===== src/epdm_pkg.sv =====
package epdm_pkg;

  // Field widths of the request, result and configuration port.
  localparam int unsigned CAP_W       = 16;
  localparam int unsigned OVF_W       = 16;
  localparam int unsigned RELOAD_W    = 16;
  localparam int unsigned PRESCALE_W  = 16;
  localparam int unsigned CLK_MHZ_W   = 10;
  localparam int unsigned DIST_W      = 35;
  localparam int unsigned TICKS_W     = 32;
  localparam int unsigned CFG_IDX_W   = 2;
  localparam int unsigned CFG_DATA_W  = 16;

  // Default width of the hardware timer counter.
  localparam int unsigned COUNTER_BITS_DEF = 16;

  // Depth of the queue between the front and the back.
  localparam int unsigned QUEUE_DEPTH = 2;

  // 0.017 cm per microsecond in Q8 is exactly 4352 / 1000.
  localparam int unsigned Q8_NUM = 4352;
  localparam int unsigned Q8_DEN = 1000;

  // Configuration reset values.
  localparam logic [RELOAD_W-1:0]   RELOAD_RST   = 16'hFFFF;
  localparam logic [PRESCALE_W-1:0] PRESCALE_RST = 16'd0;
  localparam logic [CLK_MHZ_W-1:0]  CLK_MHZ_RST  = 10'd72;

  // Register indexes on the configuration port.
  localparam logic [CFG_IDX_W-1:0] CFG_TIMER_RELOAD = 2'd0;
  localparam logic [CFG_IDX_W-1:0] CFG_PRESCALER    = 2'd1;
  localparam logic [CFG_IDX_W-1:0] CFG_TIMER_CLK    = 2'd2;

  // Operation codes of an input request.
  localparam logic OP_CAPTURE  = 1'b0;
  localparam logic OP_OVERFLOW = 1'b1;

  typedef struct packed {
    logic             operation;
    logic [CAP_W-1:0] capture_value;
  } in_req_t;

  typedef struct packed {
    logic [DIST_W-1:0]  distance_q8;
    logic [TICKS_W-1:0] echo_ticks;
    logic               divide_error;
  } out_res_t;

  typedef struct packed {
    logic [RELOAD_W-1:0]   timer_reload;
    logic [PRESCALE_W-1:0] prescaler;
    logic [CLK_MHZ_W-1:0]  timer_clk_mhz;
  } cfg_t;

  // One complete echo measurement handed from the front to the back.
  typedef struct packed {
    logic [CAP_W-1:0] fall_cap;
    logic [CAP_W-1:0] rise_cap;
    logic [OVF_W-1:0] ovf;
  } job_t;

endpackage


===== src/epdm_front.sv =====
module epdm_front #(
  parameter int unsigned COUNTER_BITS = epdm_pkg::COUNTER_BITS_DEF
) (
  input  logic             clk,
  input  logic             rst_n,
  input  logic             in_valid,
  output logic             in_stall,
  input  epdm_pkg::in_req_t in_req,
  output logic             push_valid,
  output epdm_pkg::job_t   push_job,
  input  logic             queue_full
);

  // Only the low counter bits of a capture are meaningful.
  localparam int unsigned CapBits =
      (COUNTER_BITS < epdm_pkg::CAP_W) ? COUNTER_BITS : epdm_pkg::CAP_W;

  logic                        awaiting_r;
  logic [CapBits-1:0]          rise_r;
  logic [epdm_pkg::OVF_W-1:0]  ovf_r;
  logic [CapBits-1:0]          cap_m;
  logic                        accept;
  logic                        is_fall;

  assign cap_m    = CapBits'(in_req.capture_value);
  assign in_stall = queue_full;
  assign accept   = in_valid && !in_stall;
  assign is_fall  = (in_req.operation == epdm_pkg::OP_CAPTURE) && awaiting_r;

  // A falling edge hands the whole measurement to the queue.
  assign push_valid        = accept && is_fall;
  assign push_job.fall_cap = epdm_pkg::CAP_W'(cap_m);
  assign push_job.rise_cap = epdm_pkg::CAP_W'(rise_r);
  assign push_job.ovf      = ovf_r;

  // Edge state and overflow counting.
  always_ff @(posedge clk) begin
    if (!rst_n) begin
      awaiting_r <= 1'b0;
      rise_r     <= '0;
      ovf_r      <= '0;
    end else if (accept) begin
      if (in_req.operation == epdm_pkg::OP_OVERFLOW) begin
        ovf_r <= ovf_r + 1'b1;
      end else if (!awaiting_r) begin
        rise_r     <= cap_m;
        awaiting_r <= 1'b1;
        ovf_r      <= '0;
      end else begin
        awaiting_r <= 1'b0;
      end
    end
  end

endmodule


===== src/epdm_queue.sv =====
module epdm_queue (
  input  logic           clk,
  input  logic           rst_n,
  input  logic           wr_en,
  input  epdm_pkg::job_t wr_job,
  output logic           full,
  input  logic           rd_en,
  output logic           rd_valid,
  output epdm_pkg::job_t rd_job
);

  localparam int unsigned Depth  = epdm_pkg::QUEUE_DEPTH;
  localparam int unsigned PtrW   = (Depth > 1) ? $clog2(Depth) : 1;
  localparam int unsigned CountW = $clog2(Depth + 1);

  epdm_pkg::job_t    mem [Depth];
  logic [PtrW-1:0]   wr_ptr_r;
  logic [PtrW-1:0]   rd_ptr_r;
  logic [CountW-1:0] count_r;

  assign full     = (count_r == CountW'(Depth));
  assign rd_valid = (count_r != '0);
  assign rd_job   = mem[rd_ptr_r];

  // Entry storage.
  always_ff @(posedge clk) begin
    if (wr_en) begin
      mem[wr_ptr_r] <= wr_job;
    end
  end

  // Pointers wrap at the queue depth.
  always_ff @(posedge clk) begin
    if (!rst_n) begin
      wr_ptr_r <= '0;
      rd_ptr_r <= '0;
      count_r  <= '0;
    end else begin
      if (wr_en) begin
        wr_ptr_r <= (wr_ptr_r == PtrW'(Depth - 1)) ? '0 : wr_ptr_r + 1'b1;
      end
      if (rd_en) begin
        rd_ptr_r <= (rd_ptr_r == PtrW'(Depth - 1)) ? '0 : rd_ptr_r + 1'b1;
      end
      if (wr_en && !rd_en) begin
        count_r <= count_r + 1'b1;
      end else if (rd_en && !wr_en) begin
        count_r <= count_r - 1'b1;
      end
    end
  end

  // The front never writes a full queue and the back never reads an empty one.
  a_no_overflow: assert property (@(posedge clk) disable iff (!rst_n)
    wr_en |-> (count_r != CountW'(Depth)))
    else $error("queue written while full");

  a_no_underflow: assert property (@(posedge clk) disable iff (!rst_n)
    rd_en |-> (count_r != '0))
    else $error("queue read while empty");

endmodule


===== src/epdm_back.sv =====
module epdm_back (
  input  logic               clk,
  input  logic               rst_n,
  input  epdm_pkg::cfg_t     cfg,
  input  logic               job_valid,
  input  epdm_pkg::job_t     job,
  output logic               job_pop,
  output logic               out_valid,
  input  logic               out_stall,
  output epdm_pkg::out_res_t out_res
);

  localparam int unsigned PerW    = epdm_pkg::CLK_MHZ_W;
  localparam int unsigned DivW    = epdm_pkg::PRESCALE_W + 1;
  localparam int unsigned ProdW   = epdm_pkg::TICKS_W + $clog2(epdm_pkg::Q8_NUM + 1);
  localparam int unsigned DenW    = PerW + $clog2(epdm_pkg::Q8_DEN + 1);
  localparam int unsigned StepW   = $clog2(ProdW);
  localparam int unsigned TicksW  = epdm_pkg::TICKS_W;

  typedef enum logic [2:0] {
    S_IDLE,
    S_EXT,
    S_TICKS,
    S_PDIV,
    S_SCALE,
    S_QDIV,
    S_OUT
  } state_t;

  state_t              state_r;
  epdm_pkg::job_t      job_r;
  logic [TicksW-1:0]   ext_r;
  logic [TicksW-1:0]   ticks_r;
  logic [PerW-1:0]     pd_q_r;
  logic [PerW-1:0]     pd_rem_r;
  logic [ProdW-1:0]    qd_q_r;
  logic [DenW-1:0]     qd_rem_r;
  logic [DenW-1:0]     den_r;
  logic                err_r;
  logic [StepW-1:0]    step_r;
  logic                out_valid_r;
  epdm_pkg::out_res_t  out_r;

  logic [DivW-1:0]     period;
  logic [DivW-1:0]     psc_div;
  logic [PerW:0]       pd_sh;
  logic                pd_ge;
  logic [DenW:0]       qd_sh;
  logic                qd_ge;
  logic                out_free;
  logic                out_load;

  assign period   = DivW'(cfg.timer_reload) + DivW'(1);
  assign psc_div  = DivW'(cfg.prescaler) + DivW'(1);
  assign out_free = !out_valid_r || !out_stall;
  assign out_load = (state_r == S_OUT) && out_free;
  assign job_pop  = (state_r == S_IDLE) && job_valid;

  // One restoring step of the timer clock / (prescaler + 1).
  assign pd_sh = {pd_rem_r, pd_q_r[PerW-1]};
  assign pd_ge = (DivW'(pd_sh) >= psc_div);

  // One restoring step of ticks * 4352 / (1000 * ticks per microsecond).
  assign qd_sh = {qd_rem_r, qd_q_r[ProdW-1]};
  assign qd_ge = (qd_sh >= {1'b0, den_r});

  assign out_valid = out_valid_r;
  assign out_res   = out_r;

  // Sequencer: edge extension, prescale divide, scaling, long divide, result.
  always_ff @(posedge clk) begin
    if (!rst_n) begin
      state_r     <= S_IDLE;
      out_valid_r <= 1'b0;
      step_r      <= '0;
    end else begin
      if (out_load) begin
        out_valid_r <= 1'b1;
      end else if (out_valid_r && !out_stall) begin
        out_valid_r <= 1'b0;
      end
      unique case (state_r)
        S_IDLE: begin
          if (job_valid) begin
            job_r   <= job;
            state_r <= S_EXT;
          end
        end
        S_EXT: begin
          ext_r   <= TicksW'((DivW + epdm_pkg::OVF_W)'(job_r.ovf) *
                             (DivW + epdm_pkg::OVF_W)'(period));
          state_r <= S_TICKS;
        end
        S_TICKS: begin
          ticks_r  <= TicksW'(job_r.fall_cap) + ext_r - TicksW'(job_r.rise_cap);
          pd_q_r   <= cfg.timer_clk_mhz;
          pd_rem_r <= '0;
          step_r   <= '0;
          state_r  <= S_PDIV;
        end
        S_PDIV: begin
          pd_rem_r <= pd_ge ? PerW'(DivW'(pd_sh) - psc_div) : pd_sh[PerW-1:0];
          pd_q_r   <= {pd_q_r[PerW-2:0], pd_ge};
          step_r   <= step_r + 1'b1;
          if (step_r == StepW'(PerW - 1)) begin
            state_r <= S_SCALE;
          end
        end
        S_SCALE: begin
          qd_q_r   <= ProdW'(ticks_r) * ProdW'(epdm_pkg::Q8_NUM);
          den_r    <= DenW'(pd_q_r) * DenW'(epdm_pkg::Q8_DEN);
          err_r    <= (pd_q_r == '0);
          qd_rem_r <= '0;
          step_r   <= '0;
          state_r  <= (pd_q_r == '0) ? S_OUT : S_QDIV;
        end
        S_QDIV: begin
          qd_rem_r <= qd_ge ? DenW'(qd_sh - {1'b0, den_r}) : qd_sh[DenW-1:0];
          qd_q_r   <= {qd_q_r[ProdW-2:0], qd_ge};
          step_r   <= step_r + 1'b1;
          if (step_r == StepW'(ProdW - 1)) begin
            state_r <= S_OUT;
          end
        end
        S_OUT: begin
          if (out_free) begin
            out_r.distance_q8  <= err_r ? '0 : qd_q_r[epdm_pkg::DIST_W-1:0];
            out_r.echo_ticks   <= ticks_r;
            out_r.divide_error <= err_r;
            state_r            <= S_IDLE;
          end
        end
        default: begin
          state_r <= S_IDLE;
        end
      endcase
    end
  end

  // A new result carries the error flag exactly when the rate divisor was zero.
  a_err_matches: assert property (@(posedge clk) disable iff (!rst_n)
    $rose(out_valid_r) |-> (out_r.divide_error == (den_r == '0)))
    else $error("divide error flag disagrees with divisor");

  // An error result always reports zero distance.
  a_err_zero: assert property (@(posedge clk) disable iff (!rst_n)
    (out_valid_r && out_r.divide_error) |-> (out_r.distance_q8 == '0))
    else $error("nonzero distance with divide error");

endmodule


===== src/echo_pulse_distance_meter.sv =====
// Echo pulse distance meter on a timer with input capture.
// Requests arrive on in_valid / in_stall / in_req: operation selects a timer
// overflow tick or a capture edge carrying the latched count. The rising
// edge stores the stamp and clears the overflow count; the falling edge yields a
// result on out_valid / out_stall / out_res with the echo width in ticks and
// the distance in centimeters with eight fraction bits.
// Overflow ticks and rising edges are taken by the front and give no
// result. A falling edge is queued (two entries); the back picks it up,
// extends the edge by the overflow count, runs the prescale divide, scales,
// runs the bit-serial distance divide and loads the output register. A
// zero divisor skips the long divide. The back takes a new falling edge
// only after the last result has been loaded into the output register.
// Configuration registers are written on cfg_valid / cfg_ready with cfg_index
// and cfg_data; cfg_ready is always high and writes belong to idle periods.
// Reset clears the edge state, the queue and the output valid, and loads the
// register defaults. When the receiver stalls, the result holds in the output
// register, the back waits, and the front keeps taking requests until the
// queue fills, at which point in_stall rises.
module echo_pulse_distance_meter #(
  parameter int unsigned COUNTER_BITS = epdm_pkg::COUNTER_BITS_DEF
) (
  input  logic                                clk,
  input  logic                                rst_n,
  input  logic                                in_valid,
  output logic                                in_stall,
  input  epdm_pkg::in_req_t                   in_req,
  output logic                                out_valid,
  input  logic                                out_stall,
  output epdm_pkg::out_res_t                  out_res,
  input  logic                                cfg_valid,
  output logic                                cfg_ready,
  input  logic [epdm_pkg::CFG_IDX_W-1:0]      cfg_index,
  input  logic [epdm_pkg::CFG_DATA_W-1:0]     cfg_data
);

  epdm_pkg::cfg_t cfg_r;
  logic           push_valid;
  epdm_pkg::job_t push_job;
  logic           queue_full;
  logic           pop;
  logic           pop_valid;
  epdm_pkg::job_t pop_job;

  assign cfg_ready = 1'b1;

  // Configuration registers.
  always_ff @(posedge clk) begin
    if (!rst_n) begin
      cfg_r.timer_reload  <= epdm_pkg::RELOAD_RST;
      cfg_r.prescaler     <= epdm_pkg::PRESCALE_RST;
      cfg_r.timer_clk_mhz <= epdm_pkg::CLK_MHZ_RST;
    end else if (cfg_valid && cfg_ready) begin
      unique case (cfg_index)
        epdm_pkg::CFG_TIMER_RELOAD: cfg_r.timer_reload  <= cfg_data;
        epdm_pkg::CFG_PRESCALER:    cfg_r.prescaler     <= cfg_data;
        epdm_pkg::CFG_TIMER_CLK:    cfg_r.timer_clk_mhz <=
                                      cfg_data[epdm_pkg::CLK_MHZ_W-1:0];
        default: begin
        end
      endcase
    end
  end

  epdm_front #(
    .COUNTER_BITS(COUNTER_BITS)
  ) u_front (
    .clk        (clk),
    .rst_n      (rst_n),
    .in_valid   (in_valid),
    .in_stall   (in_stall),
    .in_req     (in_req),
    .push_valid (push_valid),
    .push_job   (push_job),
    .queue_full (queue_full)
  );

  epdm_queue u_queue (
    .clk      (clk),
    .rst_n    (rst_n),
    .wr_en    (push_valid),
    .wr_job   (push_job),
    .full     (queue_full),
    .rd_en    (pop),
    .rd_valid (pop_valid),
    .rd_job   (pop_job)
  );

  epdm_back u_back (
    .clk       (clk),
    .rst_n     (rst_n),
    .cfg       (cfg_r),
    .job_valid (pop_valid),
    .job       (pop_job),
    .job_pop   (pop),
    .out_valid (out_valid),
    .out_stall (out_stall),
    .out_res   (out_res)
  );

endmodule

===== config.mk =====
export PLATFORM = sky130hd
export DESIGN_NAME = echo_pulse_distance_meter
export DESIGN_NICKNAME = d
export VERILOG_FILES = /design/src/epdm_pkg.sv /design/src/epdm_front.sv /design/src/epdm_queue.sv /design/src/epdm_back.sv /design/src/echo_pulse_distance_meter.sv
export SDC_FILE = /design/constraint.sdc
export NUM_CORES = 2
export LEC_CHECK = 0
export ABC_CLOCK_PERIOD_IN_PS = 19900
export BUFFER_PORTS_ARGS = -buffer_cell sky130_fd_sc_hd__buf_2
export CAP_MARGIN = 10
export CELL_PAD_IN_SITES_DETAIL_PLACEMENT = 1
export CELL_PAD_IN_SITES_GLOBAL_PLACEMENT = 2
export CORE_UTILIZATION = 45
export DETAILED_ROUTE_END_ITERATION = 12
export PLACE_DENSITY_LB_ADDON = 0.1
export SLEW_MARGIN = 5
export SYNTH_ARGS = -nofsm -noshare
export SYNTH_HDL_FRONTEND = slang
export SYNTH_SLANG_ARGS = --single-unit

===== constraint.sdc =====
create_clock -name clk -period 19.9 [get_ports clk]
set_input_delay 0.995 -clock clk [delete_from_list [all_inputs] [get_ports clk]]
set_output_delay 0.995 -clock clk [all_outputs]
set_load 0.02 [all_outputs]

==> metrics.md <==
| Metric | Value |
|---|---|
| Slack of the worst reg-to-reg path | `11900 ps` |
| Vias post-DR | `21400` |
| Count of port buffers added during placement | `109` |
| Initial antenna violation count | `6` |
| Number of violations of the max-capacitance limit | `0` |
| Number of setup buffers added after CTS | `0` |
| TritonCTS clock tree | `built` |
| Actual transition at the worst max-transition pin | `1080 ps` |
| Number of cells after detailed placement | `4025` |
| Crit path required time | `20220 ps` |
| Worst min-delay path category | `reg -> reg` |
| Clk pin slew, worst setup/hold paths | `60 ps` |
| Share of the core filled with cells in the final layout | `50.5%` |
| Cell type with the largest total area after synthesis | `sky130_fd_sc_hd__edfxtp_1` |
| Final WL | `76.3 mm` |
| Number of library cell types mapped by synthesis | `71` |
| Area delta synth->final | `10.9%` |
| Count of pins on the block boundary | `111` |
| Largest fanout on the critical path | `22` |
| Clock root cell | `sky130_fd_sc_hd__clkbuf_16` |
| Net count after synthesis | `3595` |
| Setup-failing EPs final | `0` |
| Maximum number of pins on one net before global-route repair | `69` |
| Mean area per synthesized cell | `10.8 um^2` |
| Setup crit start | `cfg_r[26]` |
| Vertical extent of the die | `271 um` |
| Category of the critical setup timing path | `reg -> reg` |
| Achievable Freq | `0.125 GHz` |
| Clock network latency to the later pin of the worst-skew pair | `620 ps` |
| Worst-case headroom to the max-slew limit | `27.6%` |
| Fraction of final layout cells sized beyond drive strength 1 | `9.76%` |
| Fraction of registers with async set or reset after synthesis | `0%` |
| Most common flop cell mapped by yosys | `sky130_fd_sc_hd__edfxtp_1` |
| Horiz. Die Dim | `271 um` |
| Post-DR vias/cell | `5.19` |
| Drt drc | `0` |
| Capturing point of the worst reg2reg path | `u_back.ext_r[30]` |
| Dpl hpwl | `58.1 mm` |
| Critical path's most frequent cell | `sky130_fd_sc_hd__fa_1` |
| Register bit total from synthesis | `468` |
| Crit-path slowest cell | `sky130_fd_sc_hd__xnor2_2` |
| Count leader, synth | `sky130_fd_sc_hd__inv_1` |
| RSZ-0062 raised after global routing | `no` |
| Floorplan die area | `73500 um^2` |
| Global-route wire length before repair | `125 mm` |
| Setup Total Neg Slack | `0 ps` |
| Largest incremental delay on the critical path | `860 ps` |
| Antenna Nets Post-Route | `0` |
| Clock Sinks | `468` |
| Count of flip-flops with a built-in enable after synthesis | `379` |
| Worst-case setup slack after placement | `11810 ps` |
| Type of origin of the critical path | `flop` |
| Post-DR wirelength/cell | `18.5 um` |
| Post-route minimum period | `8000 ps` |
| Post-CTS resize count | `0` |
| Clk_skew | `48.3 ps` |
| Final GP Congestion | `0.880` |
| Crit path arrival time | `8320 ps` |
| Setup ws final | `11900 ps` |
| Number of buffers created by CTS | `52` |
| Row Count | `98` |
| Capture point of the worst path | `u_back.ext_r[30]` |
| Number of DRC markers after the initial detailed-route iteration | `820` |
| Result of the run | `finished, final reports clean` |
| Remaining global-route overflow | `0` |
| Hold-fix buffers, CTS | `0` |
| Non-filler instance count after layout | `4126` |
| GRT Util Overall | `21.2%` |
| Core Box Area | `71600 um^2` |
| Detailed-router iteration count before antenna repair | `5` |
| Part of the cycle the worst path needs | `40.2%` |
| Most area-consuming cells after synthesis | `sky130_fd_sc_hd__edfxtp_1 35%, sky130_fd_sc_hd__fa_1 16%, sky130_fd_sc_hd__ha_1 10%` |
| Post-synthesis sequential area ratio | `40.4%` |
| Number of endpoints with negative hold slack in the final report | `0` |
| Reg-to-reg critical path startpoint | `cfg_r[26]` |
| CTS H-tree depth | `2` |
| FF-to-FF path depth | `25` |
| Clock tree buffer depth | `3` |
| Crit. End Element | `flop` |
| Portion of synthesized cell area occupied by the leading cell type | `34.9%` |
| Post-synthesis cell area | `32600 um^2` |
| Slew Viols, Final | `0` |
| Starting Density | `45.5%` |
| Post-Syn Instances | `3028` |
| Number of global-route vias before repair | `23200` |
| Net total in the final layout | `3698` |
| Yosys Warn Count | `0` |
| Top cells by instance count after synthesis | `426 x sky130_fd_sc_hd__inv_1, 379 x sky130_fd_sc_hd__edfxtp_1, 359 x sky130_fd_sc_hd__nand2_1` |
-- cell families after synthesis --
group	Yosys count	share of synthesized area, %
other	1	0.0115
flip-flops	468	40.4
XOR/XNOR	157	4.22
AO/OA/AOI/OAI	407	7.82
multiplexers	80	2.64
AND/OR/NAND/NOR	874	12.8
adder cells (fa/ha/maj)	527	26.1
buffers and inverters	514	5.94
-- worst max-delay path: cells and delay by family (launching register included) --
| kind | cells | cell delay, ps |
|---|---|---|
| DFF | 1 | 830 |
| and+or+nand+nor | 7 | 1190 |
| AOI/OAI and AO/OA | 6 | 1180 |
| buffers and inverters | 3 | 140 |
| xor gates and xnor gates | 2 | 960 |
| adders and majority gates | 7 | 3410 |
-- final cells by class --
class                      count  area (um^2)
timing repair buffer         136          768
inverter                     427         1600
sequential                   468        13200
fill                        7759        35500
tap                          950         1190
clock buffer                  71         1460
clock inverter                27          340
multi-input combinational   2046        17600
antenna                        1         2.50
-- registers in the layout (all words and copies together), names as in the netlist, 16 cells and up --
signal	flops
u_front.rise_r	16
u_back.qd_rem_r	20
cfg_r	42
u_back.job_r	48
u_queue.mem	96
u_back.den_r	17
u_back.ext_r	32
u_front.ovf_r	16
u_back.out_res	68
u_back.qd_q_r	45
u_back.ticks_r	32
-- layout by cell type (no fill, tap or decap), types with 9 or more instances in the layout --
cell type | Yosys | final
sky130_fd_sc_hd__inv_1 | 426 | 426
sky130_fd_sc_hd__edfxtp_1 | 379 | 379
sky130_fd_sc_hd__clkbuf_1 | 73 | 11
sky130_fd_sc_hd__or3_1 | 10 | 10
sky130_fd_sc_hd__nand4_1 | 21 | 21
sky130_fd_sc_hd__nand3_1 | 46 | 45
sky130_fd_sc_hd__xnor2_1 | 96 | 93
sky130_fd_sc_hd__and2_1 | 132 | 132
sky130_fd_sc_hd__o21ai_0 | 77 | 77
sky130_fd_sc_hd__nor3_1 | 36 | 32
sky130_fd_sc_hd__fa_1 | 256 | 256
sky130_fd_sc_hd__nor2b_1 | 70 | 70
sky130_fd_sc_hd__mux2_2 | 49 | 49
sky130_fd_sc_hd__a21oi_1 | 166 | 166
sky130_fd_sc_hd__and3_1 | 14 | 13
sky130_fd_sc_hd__nand2b_1 | 20 | 20
sky130_fd_sc_hd__dfxtp_1 | 89 | 88
sky130_fd_sc_hd__ha_1 | 271 | 271
sky130_fd_sc_hd__o31ai_1 | 9 | 9
sky130_fd_sc_hd__nor2_1 | 130 | 126
sky130_fd_sc_hd__xor2_1 | 61 | 60
sky130_fd_sc_hd__buf_4 | 1 | 26
sky130_fd_sc_hd__mux2i_1 | 31 | 31
sky130_fd_sc_hd__o21a_1 | 17 | 17
sky130_fd_sc_hd__o21bai_1 | 17 | 17
sky130_fd_sc_hd__nand2_1 | 359 | 359
sky130_fd_sc_hd__buf_2 | 3 | 109
sky130_fd_sc_hd__a211oi_1 | 12 | 12
sky130_fd_sc_hd__clkinv_2 | 0 | 11
sky130_fd_sc_hd__clkbuf_16 | 0 | 53
sky130_fd_sc_hd__a21o_1 | 44 | 44
-- through the flow --
stage | hold WS (ps) | instance area, um^2
after floorplan | 425 | 32600
after detailed placement | 442 | 34300
after CTS | 429 | 36100
final | 420 | 36100
after global placement | 430 | 34300
after global routing | 430 | 36100
-- worst min path at each step --
stage	startpoint	end	slack [ps]	cells past startpoint
final	u_front.rise_r[9]	u_queue.mem[1][25]	420	0
after global routing	u_front.rise_r[9]	u_queue.mem[1][25]	430	0
after CTS	u_front.rise_r[9]	u_queue.mem[1][25]	430	0
after detailed placement	u_front.rise_r[13]	u_queue.mem[0][29]	440	0
after global placement	u_front.rise_r[12]	u_queue.mem[0][28]	430	0
after floorplan	u_front.rise_r[0]	u_queue.mem[0][16]	430	0
-- per-layer routing --
metal / up-vias / GRT usage [%] / part of all wire, %
li1: 10300 / - / -
met3: 115 / 2.53 / 2.9
met4: 4 / 5.04 / 2.1
met1: 10700 / 27.9 / 46
met5: - / 0 / 0.041
met2: 276 / 37.2 / 49
Power is not shown: default switching activity piles up to over one toggle a cycle in this logic, so the estimate is an artifact.
